<file path="config.mk">
export PLATFORM = sky130hd
export DESIGN_NAME = utf8_lenient_decoder
export DESIGN_NICKNAME = d
export VERILOG_FILES = /design/src/rtl/u8d_pkg.sv /design/src/rtl/u8d_core.sv /design/src/rtl/u8d_fifo.sv /design/src/rtl/utf8_lenient_decoder.sv
export SDC_FILE = /design/constraint.sdc
export NUM_CORES = 1
export LEC_CHECK = 0
export BUFFER_PORTS_ARGS = -buffer_cell sky130_fd_sc_hd__buf_4
export CORE_MARGIN = 5
export CORE_UTILIZATION = 52
export CTS_BUF_LIST = sky130_fd_sc_hd__clkbuf_4 sky130_fd_sc_hd__clkbuf_8
export DETAILED_ROUTE_END_ITERATION = 8
export GPL_TIMING_DRIVEN = 1
export PLACE_DENSITY = 0.78
export SYNTH_ARGS = -nofsm -noshare
export SYNTH_HDL_FRONTEND = slang
export SYNTH_SLANG_ARGS = --single-unit
</file>
<file path="constraint.sdc">
create_clock -name clk -period 3.25 [get_ports clk]
set_clock_uncertainty 0.1 [all_clocks]
set_input_delay 0.65 -clock clk [delete_from_list [all_inputs] [get_ports clk]]
set_output_delay 0.65 -clock clk [all_outputs]
set_load 0.03 [all_outputs]
</file>
<file path="src/rtl/u8d_pkg.sv">
// shared types, constants and helpers for the lenient utf-8 decoder
package u8d_pkg;

  localparam int BYTE_W     = 8;
  localparam int CP_W       = 21;
  localparam int PEND_W     = 2;
  localparam int FIFO_DEPTH = 4;
  localparam int PTR_W      = $clog2(FIFO_DEPTH);
  localparam int CNT_W      = $clog2(FIFO_DEPTH + 1);

  localparam logic [BYTE_W-1:0] LEAD2_MIN    = 8'hC0;
  localparam logic [BYTE_W-1:0] LEAD3_MIN    = 8'hE0;
  localparam logic [BYTE_W-1:0] LEAD4_MIN    = 8'hF0;
  localparam logic [BYTE_W-1:0] CONT_MASK    = 8'hC0;
  localparam logic [BYTE_W-1:0] CONT_TAG     = 8'h80;
  localparam logic [BYTE_W-1:0] PAYLOAD_MASK = 8'h3F;
  localparam logic [BYTE_W-1:0] TERMINATOR   = 8'h00;

  typedef logic [BYTE_W-1:0] byte_t;
  typedef logic [CP_W-1:0]   cp_t;
  typedef logic [PEND_W-1:0] pend_t;

  typedef struct packed {
    cp_t  code_point;
    logic last_of_run;
  } result_t;

  // results produced by one byte, first goes out first
  typedef struct packed {
    logic [1:0] count;
    result_t    first;
    result_t    second;
  } dec_out_t;

  // continuation bytes expected after a lead byte
  function automatic pend_t lead_extra(input byte_t b);
    pend_t extra;
    if (b >= LEAD4_MIN) begin
      extra = 2'd3;
    end else if (b >= LEAD3_MIN) begin
      extra = 2'd2;
    end else begin
      extra = 2'd1;
    end
    return extra;
  endfunction

endpackage

</file>
<file path="src/rtl/u8d_core.sv">
// decode step: sequence state registers and the per-byte result logic
module u8d_core
  import u8d_pkg::*;
(
  input  logic     clk,
  input  logic     rst,
  input  logic     fire,
  input  byte_t    data_byte,
  output dec_out_t dec_out
);

  cp_t   acc;
  cp_t   acc_next;
  pend_t pend;
  pend_t pend_next;

  logic  is_cont;
  logic  is_lead;
  pend_t extra;
  byte_t lead_bits;
  cp_t   acc_shift;
  cp_t   byte_cp;

  always_comb begin
    is_cont   = (data_byte & CONT_MASK) == CONT_TAG;
    is_lead   = data_byte >= LEAD2_MIN;
    extra     = lead_extra(data_byte);
    lead_bits = data_byte & (PAYLOAD_MASK >> extra);
    acc_shift = {acc[CP_W-7:0], data_byte[5:0]};
    byte_cp   = {{(CP_W-BYTE_W){1'b0}}, data_byte};
  end

  always_comb begin
    acc_next = acc;
    pend_next = pend;
    dec_out.count = 2'd0;
    dec_out.first = '{code_point: acc, last_of_run: 1'b1};
    dec_out.second = '{code_point: byte_cp, last_of_run: 1'b1};
    priority if (data_byte == TERMINATOR) begin
      // flush a partial value, drop the terminator itself
      if (pend != '0) begin
        dec_out.count = 2'd1;
      end
      acc_next = '0;
      pend_next = '0;
    end else if (pend != '0 && is_cont) begin
      pend_next = pend - 2'd1;
      if (pend == 2'd1) begin
        dec_out.count = 2'd1;
        dec_out.first.code_point = acc_shift;
        acc_next = '0;
      end else begin
        acc_next = acc_shift;
      end
    end else begin
      // not a continuation: a cut-short partial value goes first
      if (is_lead) begin
        dec_out.count = (pend != '0) ? 2'd1 : 2'd0;
        acc_next = {{(CP_W-BYTE_W){1'b0}}, lead_bits};
        pend_next = extra;
      end else begin
        acc_next = '0;
        pend_next = '0;
        if (pend != '0) begin
          dec_out.count = 2'd2;
          dec_out.first.last_of_run = 1'b0;
        end else begin
          dec_out.count = 2'd1;
          dec_out.first = '{code_point: byte_cp, last_of_run: 1'b1};
        end
      end
    end
  end

  always_ff @(posedge clk) begin
    if (rst) begin
      acc <= '0;
      pend <= '0;
    end else if (fire) begin
      acc <= acc_next;
      pend <= pend_next;
    end
  end

  a_term_clears: assert property (@(posedge clk) disable iff (rst)
    fire && data_byte == TERMINATOR |=> pend == '0 && acc == '0)
    else $error("terminator left a sequence open");

  a_pair_order: assert property (@(posedge clk) disable iff (rst)
    dec_out.count == 2'd2 |-> !dec_out.first.last_of_run && dec_out.second.last_of_run)
    else $error("two results with wrong last flags");

  a_no_third: assert property (@(posedge clk) disable iff (rst)
    dec_out.count != 2'd3)
    else $error("more than two results from one byte");

endmodule

</file>
<file path="src/rtl/u8d_fifo.sv">
// result queue: takes up to two results a cycle, hands out one unless stalled
module u8d_fifo
  import u8d_pkg::*;
(
  input  logic     clk,
  input  logic     rst,
  input  logic     push,
  input  dec_out_t dec_out,
  output logic     room,
  output result_t  head,
  output logic     out_valid,
  input  logic     out_stall
);

  result_t         mem [FIFO_DEPTH];
  logic [PTR_W-1:0] wr_ptr;
  logic [PTR_W-1:0] rd_ptr;
  logic [CNT_W-1:0] count;
  logic [1:0]       push_n;
  logic             pop;

  assign push_n    = push ? dec_out.count : 2'd0;
  assign out_valid = count != '0;
  assign pop       = out_valid && !out_stall;
  assign head      = mem[rd_ptr];
  // room for a full pair, judged on registered count only
  assign room      = count <= CNT_W'(FIFO_DEPTH - 2);

  always_ff @(posedge clk) begin
    if (push_n != 2'd0) begin
      mem[wr_ptr] <= dec_out.first;
    end
    if (push_n == 2'd2) begin
      mem[PTR_W'(wr_ptr + 1'b1)] <= dec_out.second;
    end
  end

  always_ff @(posedge clk) begin
    if (rst) begin
      wr_ptr <= '0;
      rd_ptr <= '0;
      count <= '0;
    end else begin
      wr_ptr <= wr_ptr + PTR_W'(push_n);
      rd_ptr <= rd_ptr + PTR_W'(pop);
      count <= count + CNT_W'(push_n) - CNT_W'(pop);
    end
  end

  a_no_overflow: assert property (@(posedge clk) disable iff (rst)
    push_n != 2'd0 |-> count <= CNT_W'(FIFO_DEPTH - 2))
    else $error("result queue written without room");

  a_count_bound: assert property (@(posedge clk) disable iff (rst)
    count <= CNT_W'(FIFO_DEPTH))
    else $error("result queue count out of range");

endmodule

</file>
<file path="src/rtl/utf8_lenient_decoder.sv">
// top level of the lenient utf-8 decoder: input register, decode step, result queue
//
// channel   dir  handshake           payload
// in        in   in_valid/in_stall   data_byte[7:0]
// out       out  out_valid/out_stall code_point[20:0], last_of_run
//
// one byte transfer is taken per cycle while in_stall is low; a byte waits in the
// input register until the queue has room, then is decoded into the result queue
// a byte gives zero, one or two results; the output side moves one result per cycle
// unless out_stall is high, so cut-short runs are limited by the output port
// in_stall rises only when the registered queue fill leaves no room for a pair
// of results, so there is no combinational path from out_stall to in_stall
// rst clears the sequence state, the input register's full flag and the queue
module utf8_lenient_decoder
  import u8d_pkg::*;
(
  input  logic        clk,
  input  logic        rst,
  input  logic        in_valid,
  output logic        in_stall,
  input  logic [7:0]  data_byte,
  output logic        out_valid,
  input  logic        out_stall,
  output logic [20:0] code_point,
  output logic        last_of_run
);

  // input register
  logic     in_full;
  byte_t    byte_r;
  logic     room;
  logic     fire;
  dec_out_t dec_out;
  result_t  head;

  // decode the held byte when the queue can take both results
  assign fire     = in_full && room;
  assign in_stall = in_full && !room;

  always_ff @(posedge clk) begin
    if (rst) begin
      in_full <= 1'b0;
    end else if (in_valid && !in_stall) begin
      in_full <= 1'b1;
    end else if (fire) begin
      in_full <= 1'b0;
    end
  end

  // payload register, loaded on each input transfer
  always_ff @(posedge clk) begin
    if (in_valid && !in_stall) begin
      byte_r <= data_byte;
    end
  end

  u8d_core u_core (
    .clk       (clk),
    .rst       (rst),
    .fire      (fire),
    .data_byte (byte_r),
    .dec_out   (dec_out)
  );

  u8d_fifo u_fifo (
    .clk       (clk),
    .rst       (rst),
    .push      (fire),
    .dec_out   (dec_out),
    .room      (room),
    .head      (head),
    .out_valid (out_valid),
    .out_stall (out_stall)
  );

  assign code_point  = head.code_point;
  assign last_of_run = head.last_of_run;

  a_stall_held: assert property (@(posedge clk) disable iff (rst)
    in_stall |-> in_full && !fire)
    else $error("stall raised with nothing waiting");

endmodule

</file>
==> impl_metrics.env <==
export IMPL_outcome="complete, no violations"
export IMPL_die_area_mm2=0.0136
export IMPL_drive_gt1_share_pct=25.9
export IMPL_crit_required_ns=3.47
export IMPL_cts_root_buffer_cell="clkbuf_8"
export IMPL_routed_wl_mm=13.9
export IMPL_power_density_mw_per_mm2=666
export IMPL_synth_edf_count=40
export IMPL_leakage_nw=2.41
export IMPL_min_period_ns=3.07
export IMPL_yosysTopAreaCell="dfxtp_1"
export IMPL_h_tree_depth=4
export IMPL_syn_num_nets=533
export IMPL_clk_path_buf_depth=2
export IMPL_synth_area_per_cell_um2=11.5
export IMPL_utilization_pct=59.6
export IMPL_clkSlewWorstSetupHoldPaths_ns=0.07
export IMPL_core_mm2=0.0113
export IMPL_drc=0
export IMPL_setup_violations=0
export IMPL_grt_usage_pct=21.7
export IMPL_report_final_hold_viol_count=0
export IMPL_drtAntennaViolNets=0
export IMPL_worstSetupStartpointType="flip-flop"
export IMPL_path_class="reg2reg"
export IMPL_grt_remaining_overflow=0
export IMPL_vias=4452
export IMPL_final_period_utilization_pct=94.6
export IMPL_ys_top_cells_by_count="dfxtp_1 (87), a22o_1 (53), nor2_1 (44), edfxtp_1 (40), a22oi_1 (32)"
export IMPL_place_hpwl_mm=8.94
export IMPL_wl_per_cell_um=19.8
export IMPL_synth_cells=512
export IMPL_drt_initial_drc_count=335
export IMPL_start_util_pct=52.4
export IMPL_vias_per_cell=6.33
export IMPL_synth_area_top_cells="dfxtp_1 (29%), edfxtp_1 (20%), mux4_2 (8.4%)"
export IMPL_io_buffers=35
export IMPL_io_pin_count=36
export IMPL_antenna_found_initial=0
export IMPL_gp_congestion=0.853
export IMPL_critPathCaptureType="flip-flop"
export IMPL_firstDrtPassIters=5
export IMPL_numCtsBuffers=17
export IMPL_area_growth_pct=13.8
export IMPL_cts_sinks=127
export IMPL_rsz0062_at_grt="false"
export IMPL_rows=39
export IMPL_ys_seq_area_share_pct=49.8
export IMPL_cap_violations=0
export IMPL_synth_warnings=0
export IMPL_ir_drop_mv=0.411
export IMPL_tritoncts="done"
export IMPL_path_max_fanout=8
export IMPL_drv_slew=0
export IMPL_ys_flop_type="dfxtp_1"
export IMPL_holdWs_ns=0.273
export IMPL_max_freq_mhz=325
export IMPL_netlist_area_mm2=0.00591
export IMPL_grt_pass1_vias=4294
export IMPL_worstMarginPinSlew_ns=0.820
export IMPL_die_height_um=117
export IMPL_crit_arrival_ns=3.30
export IMPL_synth_seq_cells=127
export IMPL_slew_headroom_pct=45.4
export IMPL_yosysMostFrequentCell="dfxtp_1"
export IMPL_nets=568
export IMPL_n_antenna_cell=0
export IMPL_grt_max_degree=32
export IMPL_clkLatencyLatePin_ns=0.45
export IMPL_synthArstFlopShare_pct=0
export IMPL_synth_top_area_share_pct=29.5
export IMPL_fill_cells=904
export IMPL_grt_pass1_wl_mm=22.6
export IMPL_die_w_um=117
export IMPL_post_cts_buffers=0
export IMPL_synth_cell_types=55
export IMPL_hold_path_class="in2reg"
export IMPL_setup_tns_ns=0
[cell families after synthesis]
family	after synthesis	synth area share, %
AND/OR/NAND/NOR	115	10.4
adder cells (fa/ha/maj)	9	2.03
multiplexers	22	8.39
XOR/XNOR	4	0.593
AO/OA/AOI/OAI	176	23.5
buffers and inverters	59	5.28
flip-flops	127	49.8
[report_power, final]
part	leakage [nW]	total [mW]	switching (mW)	internal, mW
Sequential	1.07	1.89	0.0940	1.80
Clock	0.218	1.44	0.648	0.789
Combinational	1.12	1.14	0.655	0.489
Total	2.41	4.47	1.40	3.08
[worst paths after layout]
kind | end | depth (start not counted) | slack, ns | startpoint
worst max-delay path | u_fifo.count[2] | 10 | 0.18 | u_core.pend[0]
worst min-delay path | byte_r[2] | 1 | 0.27 | data_byte[2]
worst max register to register | u_fifo.count[2] | 10 | 0.18 | u_core.pend[0]
worst min register to register | u_fifo.mem[3][0] | 2 | 0.36 | u_fifo.mem[3][0]
[critical path, stage by stage, from the launching register on]
cell	delay (ns)
dfxtp_1	0.38
inv_1	0.06
ha_1	0.31
or3b_1	0.58
a21oi_4	0.34
a21oi_1	0.17
ha_1	0.24
fa_1	0.38
xor2_1	0.20
xnor2_1	0.14
nor2_1	0.06
[cell usage in the layout (no fill, tap or decap), types with 3 or more instances in the layout]
cell       netlist  final
a211oi_1        15     15
a21boi_0         6      6
a21oi_1         18     18
a22o_1          53     53
a22oi_1         32     32
a22oi_2          3      3
a32o_1           4      4
a32oi_1          3      3
and2_1           5      5
buf_4            8     59
bufinv_16        0      3
clkbuf_8         0     18
clkinv_2         0      3
clkinv_4         0      3
dfxtp_1         87     87
edfxtp_1        40     40
ha_1             8      8
inv_1           16     16
inv_4            0      3
mux4_2          22     22
nand2_1         14     14
nand3b_1        15     15
nor2_1          44     44
nor2b_1          8      8
nor3_1           6      3
nor3_2           0      3
o21ai_0         25     25
or2_2            8      8
[metrics by stage]
stage	cells	instance area, µm²	power (mW)	setup WS (ns)
floorplan	512	5910	2.75	0.495
global placement	671	6300	3.04	0.288
detailed placement	671	6300	3.07	0.133
CTS	703	6720	4.48	0.103
global route	703	6720	4.68	0.0169
finish	703	6720	4.47	0.175
[sequential cells by signal, summed over array words and instances (netlist names)]
signal / flops
u_fifo.mem: 88
u_core.acc: 21
byte_r: 8
u_fifo.count: 3
u_core.pend: 2
u_fifo.rd_ptr: 2
u_fifo.wr_ptr: 2
in_full: 1
[layout make-up]
class,count,area [µm²],area share (%)
Clock buffer,19,255,3.80
Sequential cell,127,2940,43.8
Tap cell,143,179,2.66
Clock inverter,13,159,2.36
Inverter,16,60.1,0.894
Timing Repair Buffer,59,443,6.59
Multi-Input combinational cell,326,2680,39.9
[layer usage]
metal  track usage [%]  vias to the layer above  wire (µm)
li1                  -                     2040          -
met1              28.8                     2168       5820
met2              34.8                      215       6660
met3              4.82                       29       1140
met4              8.64                        0        281
met5                 0                        -          0
[timing repair]
| item | 4_1_cts | 5_1_grt |
|---|---|---|
| resized for setup | 0 | 1 |
| setup endpoints to repair | 0 | 13 |
| hold buffers | 0 | 0 |
Note: power is estimated with default switching activity, not from simulation.
